**src/design/hbc_pkg.sv**
```systemverilog
// Package for the Hamming(7,4) byte codec: operation codes, bit positions and nibble functions.
package hbc_pkg;

  // Operation select carried with each input beat
  typedef enum logic {
    FUNC_ENCODE = 1'b0,
    FUNC_DECODE = 1'b1
  } func_t;

  // Coded byte layout: parity at 7, 6, 4; data at 5, 3, 2, 1; bit 0 unused
  localparam int unsigned PA_POS = 7;
  localparam int unsigned PB_POS = 6;
  localparam int unsigned D3_POS = 5;
  localparam int unsigned PC_POS = 4;
  localparam int unsigned D2_POS = 3;
  localparam int unsigned D1_POS = 2;
  localparam int unsigned D0_POS = 1;

  typedef logic [7:0] byte_t;
  typedef logic [3:0] nibble_t;
  typedef logic [2:0] syndrome_t;

  // Place a nibble into a coded byte and add its three parity bits
  function automatic byte_t encode_nibble(input nibble_t nib);
    byte_t c;
    c         = '0;
    c[D3_POS] = nib[3];
    c[D2_POS] = nib[2];
    c[D1_POS] = nib[1];
    c[D0_POS] = nib[0];
    c[PA_POS] = nib[0] ^ nib[2] ^ nib[3];
    c[PB_POS] = nib[0] ^ nib[1] ^ nib[3];
    c[PC_POS] = nib[0] ^ nib[1] ^ nib[2];
    return c;
  endfunction

  // Bit that a syndrome points at; zero syndrome means no correction
  function automatic byte_t syndrome_flip(input syndrome_t syn);
    byte_t flip;
    flip = '0;
    unique case (syn)
      3'd7: flip[D0_POS] = 1'b1;
      3'd6: flip[D3_POS] = 1'b1;
      3'd5: flip[D2_POS] = 1'b1;
      3'd4: flip[PA_POS] = 1'b1;
      3'd3: flip[D1_POS] = 1'b1;
      3'd2: flip[PB_POS] = 1'b1;
      3'd1: flip[PC_POS] = 1'b1;
      3'd0: flip = '0;
    endcase
    return flip;
  endfunction

  // Check a coded byte, fix the bit the syndrome names, pull out the nibble
  function automatic nibble_t decode_nibble(input byte_t c);
    syndrome_t syn;
    byte_t     fixed;
    syn[2] = c[PA_POS] ^ c[D0_POS] ^ c[D2_POS] ^ c[D3_POS];
    syn[1] = c[PB_POS] ^ c[D0_POS] ^ c[D1_POS] ^ c[D3_POS];
    syn[0] = c[PC_POS] ^ c[D0_POS] ^ c[D1_POS] ^ c[D2_POS];
    fixed  = c ^ syndrome_flip(syn);
    return {fixed[D3_POS], fixed[D2_POS], fixed[D1_POS], fixed[D0_POS]};
  endfunction

endpackage

```
**src/design/hamming_byte_codec.sv**
```systemverilog
// Top level of the Hamming(7,4) single-error-correcting byte codec.

// A beat is taken on every clock edge where start is high; busy is always
// low, so one beat per cycle is sustained. Each beat gives exactly one result,
// registered first in the input register and then in the result register,
// with the parity and syndrome XOR logic between the two registers. The result
// shows on the out_ ports for one cycle with out_valid high and must be
// captured then, as the receiver has no way to stall it. Encode (in_func 0)
// returns out_code_high and out_code_low with out_decoded_byte zero; decode
// (in_func 1) corrects one bit error per coded byte and returns
// out_decoded_byte with both code outputs zero. Double errors are not flagged.
module hamming_byte_codec (
  input  logic                clk,
  input  logic                rst_n,
  input  logic                start,
  output logic                busy,
  input  logic                in_func,
  input  hbc_pkg::byte_t      in_data_byte,
  input  hbc_pkg::byte_t      in_coded_first,
  input  hbc_pkg::byte_t      in_coded_second,
  output logic                out_valid,
  output hbc_pkg::byte_t      out_decoded_byte,
  output hbc_pkg::byte_t      out_code_high,
  output hbc_pkg::byte_t      out_code_low
);
  import hbc_pkg::*;

  // Input stage
  logic  in_valid_r;
  func_t func_r;
  byte_t data_r;
  byte_t first_r;
  byte_t second_r;

  // Result stage
  logic  out_valid_r;
  byte_t decoded_r, decoded_nxt;
  byte_t high_r, high_nxt;
  byte_t low_r, low_nxt;

  // Never stalls: a beat can enter every cycle
  assign busy = 1'b0;

  // Control flags
  always_ff @(posedge clk) begin
    if (!rst_n) begin
      in_valid_r  <= 1'b0;
      out_valid_r <= 1'b0;
    end else begin
      in_valid_r  <= start && !busy;
      out_valid_r <= in_valid_r;
    end
  end

  // Capture the input beat
  always_ff @(posedge clk) begin
    if (start && !busy) begin
      func_r   <= func_t'(in_func);
      data_r   <= in_data_byte;
      first_r  <= in_coded_first;
      second_r <= in_coded_second;
    end
  end

  // Encode or decode the registered beat
  always_comb begin
    decoded_nxt = '0;
    high_nxt    = '0;
    low_nxt     = '0;
    unique case (func_r)
      FUNC_ENCODE: begin
        high_nxt = encode_nibble(data_r[7:4]);
        low_nxt  = encode_nibble(data_r[3:0]);
      end
      FUNC_DECODE: begin
        decoded_nxt = {decode_nibble(first_r), decode_nibble(second_r)};
      end
    endcase
  end

  // Result register
  always_ff @(posedge clk) begin
    if (in_valid_r) begin
      decoded_r <= decoded_nxt;
      high_r    <= high_nxt;
      low_r     <= low_nxt;
    end
  end

  assign out_valid        = out_valid_r;
  assign out_decoded_byte = decoded_r;
  assign out_code_high    = high_r;
  assign out_code_low     = low_r;

  // Checks
  a_accept_to_stage: assert property (@(posedge clk) disable iff (!rst_n)
    start |=> in_valid_r)
    else $error("accepted beat did not reach the input stage");

  a_stage_to_result: assert property (@(posedge clk) disable iff (!rst_n)
    in_valid_r |=> out_valid)
    else $error("staged beat produced no result");

  a_no_phantom: assert property (@(posedge clk) disable iff (!rst_n)
    !in_valid_r |=> !out_valid)
    else $error("result strobe without a staged beat");

  a_mode_exclusive: assert property (@(posedge clk) disable iff (!rst_n)
    out_valid |-> (out_decoded_byte == '0) ||
                  (out_code_high == '0 && out_code_low == '0))
    else $error("encode and decode outputs both nonzero");

  a_bit0_clear: assert property (@(posedge clk) disable iff (!rst_n)
    out_valid |-> !out_code_high[0] && !out_code_low[0])
    else $error("coded byte has bit zero set");

endmodule
```
**config.mk**
```make
export PLATFORM = sky130hd
export DESIGN_NAME = hamming_byte_codec
export DESIGN_NICKNAME = d
export VERILOG_FILES = /design/src/design/hbc_pkg.sv /design/src/design/hamming_byte_codec.sv
export SDC_FILE = /design/constraint.sdc
export NUM_CORES = 1
export LEC_CHECK = 0
export BUFFER_PORTS_ARGS = -buffer_cell sky130_fd_sc_hd__buf_4
export CORE_MARGIN = 3
export CORE_UTILIZATION = 50
export CTS_CLUSTER_SIZE = 30
export DETAILED_ROUTE_END_ITERATION = 10
export GPL_ROUTABILITY_DRIVEN = 0
export GPL_TIMING_DRIVEN = 0
export PLACE_DENSITY = 0.75
export SYNTH_ARGS = -nofsm -noshare
export SYNTH_HDL_FRONTEND = slang
export SYNTH_SLANG_ARGS = --single-unit
```
**constraint.sdc**
```tcl
create_clock -name clk -period 2.1 [get_ports clk]
set_input_delay 0 -clock clk [delete_from_list [all_inputs] [get_ports clk]]
set_output_delay 0 -clock clk [all_outputs]
set_load 0.02 [all_outputs]
```
==> impl_results.md, run 1 <==
- Outcome: finished, final reports clean
- Main combinational cell family by area after synthesis: XOR/XNOR gates
- CTS tree: built
- Placed insts: 264
- Post-DP Area: 2670 um2
- Cts hold-fix bufs: 24
- Initial antenna violation count: 0
- DR vias: 1520
- Largest net degree at the start of global routing: 25
- I/O Pins: 54
- First-pass GRT wire length: 6950 um
- Core area: 4140 um2
- Final Core Density: 73.4%
- Layout filler cell count: 268
- Critical path required time: 2130 ps
- Peak supply drop: 0.539 mV
- Sequential area share after synthesis: 62.2%
- Fmax: 617 MHz
- Synth Area in Compound Gates: 6.71%
- RSZ-0062 raised after global routing: false
- Die area: 5310 um2
- Clock sinks: 47
- Overflow after GRT: 0
- DP Worst Slack: 499 ps
- Synth Area in XOR/XNOR: 16.8%
- CP Cell Sequence: buf_6, xnor2_2, xnor2_1, a311oi_1, a31oi_1
- Post-CTS Setup Inserts: 0
- Clock Path Buffers: 2
- Post-route setup slack: 478 ps
- ANT cells: 0
- Pleak: 0.00115 uW
- Detail Route Antenna Nets: 0
- CTS resizes: 0
- Synth cell types: 26
- R2R Setup Slk: 480 ps
- Skew-Pair Late Insertion Delay: 300 ps
- Die Wd: 72.9 um
- Share of cells above drive strength 1: 29.3%
- Final Cell Area: 3040 um2
- Number of synthesis warnings: 0
- Post-Synthesis Cells: 164
- Critical Path Sink Type: flip-flop
- Final setup fails: 0
- Cts bufs inserted: 5
- Routed len/inst: 13.6 um
- Final wirelength: 4040 um
- Finished Layout Cells: 296
- Slew at the pin closest to its max-slew limit: 933 ps
- Mux cell area share after synthesis: 0%
- CP max FO: 9
- Initial DRC Count: 76
- Max transition margin: 37.7%
- Area Growth Syn to Fin: 35.9%
- Max Transition Viols Final: 0
- CP bufs+invs: 1
- Ys flop type: edfxtp_1
- Avg Cell Area, Syn: 13.6 um2
- Routed vias/inst: 5.14
- Largest area contributor in the netlist: edfxtp_1
- CP max stage cell: edfxtp_1
- Hold Fails Final Rpt: 0
- Port buffer count: 48
- Drt pass-1 iters: 4
- CP delay by family, top: XOR/XNOR gates
- Post-DP HPWL: 2830 um
- DRC Markers: 0
- Post-synth ARST share: 0%
- Post-synthesis simple-gate area fraction: 10.5%
- #FFs+latches synth: 47
- Critical path launch point type: flip-flop
- # nets final: 273
- GRT Total Usage: 17.2%
- Cell Pwr Density: 811 nW/um2
- Number of global-route vias before repair: 1535
- Worst EP arrival: 1660 ps
- Mapped cell area: 2240 um2
- Synth area leaders: edfxtp_1, xnor2_1, xnor2_2
- Post-synth top area share: 60.4%
- Worst stage delay on the critical path: 380 ps
- Adder-cell share of the synthesized area: 0%
- Fin Clk Skew: 9.13 ps
- Initial Util: 54.0%
- Hold Path Class: input port to flip-flop
- Max-cap check violation count: 0
- Reg clk slew, reported paths: 90 ps
- Die Height: 72.9 um
- Final period util: 77.2%
- Crit Path Class: flip-flop to flip-flop
- Post-synth EDFFs: 45
- CTS H-tree lvls: 2
- Minimum clock period: 1620 ps
- Clk root buf: clkbuf_8
- TNS Setup: 0 ps
- Row cnt: 23
[kinds of logic (layout without fill, tap and decap cells)]
kind of cell	count (synthesis)	in the layout
other cells	1	3
compound gates	22	22
buf+inv	12	92
simple gates	46	46
xor+xnor	36	36
flops	47	47
[sequential cells by signal, summed over array words and instances, names as in the netlist]
register and count:
func_r 1, in_valid_r 1, second_r 7, out_code_low 7
out_valid 1, out_decoded_byte 8, data_r 8, out_code_high 7
first_r 7
[layout make-up]
type                            count  area, um2  area share [%]
Tap cell                           50       62.6            2.06
Clock buffer                        6       72.6            2.39
Buffer                             11       77.6            2.55
Clock inverter                      2       60.1            1.98
Timing Repair Buffer               72        601            19.8
Multi-Input combinational cell    107        772            25.4
Sequential cell                    47       1390            45.8
Inverter                            1       3.75           0.123
[worst reg2reg max path, stage by stage, from the launching register on]
cell and delay (ps):
edfxtp_1 380, buf_6 150, xnor2_2 260, xnor2_1 180, a311oi_1 300, a31oi_1 100
[power by group]
part | internal, uW | switching, uW | total, uW
clock network | 476 | 285 | 761
registers | 1120 | 54.7 | 1180
logic | 259 | 267 | 526
[path summary, 6_finish.rpt]
check / from / end / cells after the start
min reg2reg: data_r[7] / out_code_high[5] / 1
min: start / data_r[0] / 1
max reg2reg: first_r[1] / out_decoded_byte[4] / 5
max: first_r[1] / out_decoded_byte[4] / 5
[Yosys cell counts, types with 4 or more instances]
| master | instances |
|---|---|
| and3_1 | 4 |
| nor3_1 | 4 |
| xor2_1 | 6 |
| a31oi_1 | 4 |
| edfxtp_1 | 45 |
| or3_1 | 4 |
| a21oi_1 | 6 |
| xor2_2 | 4 |
| a311oi_1 | 4 |
| buf_4 | 5 |
| xnor2_2 | 4 |
| o211ai_1 | 4 |
| nand2_1 | 12 |
| o31ai_1 | 4 |
| xnor2_1 | 22 |
| nor2_1 | 8 |
| nor2b_1 | 8 |
[layout by cell type (no fill, tap or decap)]
| cell | instances |
|---|---|
| xnor2_1 | 22 |
| buf_6 | 2 |
| a31oi_1 | 4 |
| xor2_1 | 6 |
| or2b_1 | 2 |
| a21oi_1 | 6 |
| buf_4 | 53 |
| edfxtp_1 | 45 |
| dlygate4sd3_1 | 24 |
| xor2_2 | 4 |
| bufinv_16 | 2 |
| nor2b_1 | 8 |
| or3_1 | 4 |
| xnor2_2 | 4 |
| and2_1 | 2 |
| conb_1 | 3 |
| nand2b_1 | 2 |
| nor2_1 | 8 |
| nor3_1 | 4 |
| and3_1 | 4 |
| buf_2 | 2 |
| nand2_1 | 12 |
| clkbuf_1 | 3 |
| o31ai_1 | 4 |
| o211ai_1 | 4 |
| inv_1 | 1 |
| a311oi_1 | 4 |
| dfxtp_1 | 2 |
| clkbuf_8 | 5 |
[routing by layer]
metal	global-route usage, %	part of all wire (%)	vias up
met4	7.58	2.7	0
li1	-	-	734
met2	31.9	56	74
met1	18.5	35	701
met5	0	0	-
met3	3.86	6.9	11
[metrics by stage]
stage          total power [uW]  hold WS [ps]
6_report                   2470           111
5_1_grt                    2580           109
4_1_cts                    2480           108
3_5_place_dp               1690           179
3_3_place_gp               1660           178
2_1_floorplan              1530          98.9
No activity file was read; power rests on OpenSTA's default activity.
==> run 2: changes to the inputs <==
Clock period 2.1 ns to 1.5 ns, I/O delays scaled along.
==> run 2 against run 1 <==
Compared with the run above: the run now ends with negative setup slack left; largest power group unchanged; total power rose by 45%; die area did not move; sequential power rose by 40%; global-route usage rose by 0.36 points; wire length rose by 8.9%; highest routed layer unchanged; sequential share of layout area fell by 2.5 points.
==> impl_results.md, run 2 (synthesis results as in run 1) <==
- Overflow after GRT: 0 (unchanged)
- Post-route setup slack: -159 ps (-637 ps)
- Port buffer count: 48 (unchanged)
- TNS Setup: -739 ps (-739 ps)
- Post-DP Area: 2670 um2 (unchanged)
- DR vias: 1562 (+2.8%)
- Clock Path Buffers: 2 (unchanged)
- Peak supply drop: 0.759 mV (+41%)
- Clock sinks: 47 (unchanged)
- Cts bufs inserted: 5 (unchanged)
- Die Height: 72.9 um (unchanged)
- Minimum clock period: 1660 ps (+37.5 ps)
- Placed insts: 264 (unchanged)
- Final Core Density: 77.6% (+4.3 points)
- ANT cells: 0 (unchanged)
- CTS H-tree lvls: 2 (unchanged)
- Die Wd: 72.9 um (unchanged)
- Critical path required time: 1540 ps (-590 ps)
- # nets final: 281 (+2.9%)
- Critical Path Sink Type: flip-flop
- Max transition margin: 36.4% (-1.3 points)
- Clk root buf: clkbuf_8
- Final Cell Area: 3220 um2 (+5.8%)
- Initial DRC Count: 67 (-12%)
- First-pass GRT wire length: 7070 um (+1.8%)
- Die area: 5310 um2 (unchanged)
- Finished Layout Cells: 304 (+2.7%)
- Critical path launch point type: flip-flop
- Final wirelength: 4400 um (+8.9%)
- DP Worst Slack: -101 ps (-600 ps)
- Skew-Pair Late Insertion Delay: 290 ps (about the same)
- I/O Pins: 54 (unchanged)
- Share of cells above drive strength 1: 36.2% (+7.0 points)
- Row cnt: 23 (unchanged)
- Reg clk slew, reported paths: 90 ps (about the same)
- Number of global-route vias before repair: 1570 (+2.3%)
- Largest net degree at the start of global routing: 25 (unchanged)
- Crit Path Class: flip-flop to flip-flop
- Initial antenna violation count: 0 (unchanged)
- Routed len/inst: 14.5 um (+6.0%)
- DRC Markers: 0 (unchanged)
- Pleak: 0.00123 uW (+7.1%)
- Final setup fails: 7 (+7)
- Hold Path Class: input port to flip-flop
- GRT Total Usage: 17.6% (+0.36 points)
- Area Growth Syn to Fin: 43.8%
- Fin Clk Skew: 7.30 ps (-1.83 ps)
- Core area: 4140 um2 (unchanged)
- CTS tree: built
- Max-cap check violation count: 0 (unchanged)
- Final period util: 111% (+33 points)
- Fmax: 603 MHz (-2.3%)
- CP max FO: 4 (-5)
- Worst EP arrival: 1700 ps (+40 ps)
- Initial Util: 54.0% (unchanged)
- Leading cell type in the layout, fill and taps excluded: buf_4
- Post-DP HPWL: 2830 um (unchanged)
- Outcome: finished, violations left
- Slew at the pin closest to its max-slew limit: 953 ps (+19.5 ps)
- Failing checks: negative setup slack
- Routed vias/inst: 5.14 (about the same)
- Detail Route Antenna Nets: 0 (unchanged)
- Max Transition Viols Final: 0 (unchanged)
- Drt pass-1 iters: 4 (unchanged)
- Hold Fails Final Rpt: 0 (unchanged)
- Commonest non-fill, non-tap cells in the layout: buf_4, edfxtp_1, dlygate4sd3_1
- RSZ-0062 raised after global routing: true
- Cell Pwr Density: 1110 nW/um2 (+37%)
-- run 2: changes by cell type in the layout (fill, tap and decap cells not counted), sizes merged --
cell and delta:
buf +8
-- run 2: where the power goes --
| group | internal [uW] | leakage (uW) | switching [uW] |
|---|---|---|---|
| clock | 666 | 0.0000654 | 401 |
| sequential | 1570 | 0.000434 | 81.1 |
| combinational | 439 | 0.000736 | 419 |
| total | 2680 | 0.00123 | 901 |
-- run 2: what timing repair did --
action / in CTS / in global routing
hold buffers: 24 / 0
pin swaps: 2 / 9
setup buffers: 2 / 6
resized for setup: 5 / 12
setup endpoints to repair: 5 / 8
hold endpoints to repair: 25 / 0
-- run 2: cell type report --
cell class              count  area [um2]
flip-flops and latches     47        1390
fillers                   231         927
clock inverters             2        60.1
plain buffers              11        81.3
clock buffers               6        72.6
inverters                   1        3.75
repair buffers             80         664
well taps                  50        62.6
multi-input cells         107         881
-- run 2: worst paths after layout --
path | cells after the start | to | slack (ps) | from
hold reg to reg | 1 | out_code_high[5] | 590 | data_r[7]
setup / recovery | 6 | out_decoded_byte[2] | -160 | second_r[5]
setup reg to reg | 6 | out_decoded_byte[2] | -160 | second_r[5]
hold / removal | 1 | data_r[0] | 120 | start
-- run 2: critical path: stages (launching register included) --
cell	delay, ps
edfxtp_1	480
buf_6	170
xnor2_4	160
buf_4	150
and3_1	170
o211ai_1	170
o31ai_1	100
-- run 2: layer usage --
layer  global-route usage (%)  routed length, um  vias up
met5                        0                  0        -
met3                     3.86                261        4
met1                     18.4               1610      740
met4                     8.61                 48        0
li1                         -                  -      752
met2                     32.8               2480       66
-- run 2: stage by stage --
stage | total power (uW) | hold slack, ps
floorplan | 2140 | 98.9
global placement | 2320 | 178
detailed placement | 2360 | 179
CTS | 3500 | 108
global route | 3740 | 109
finish | 3580 | 115
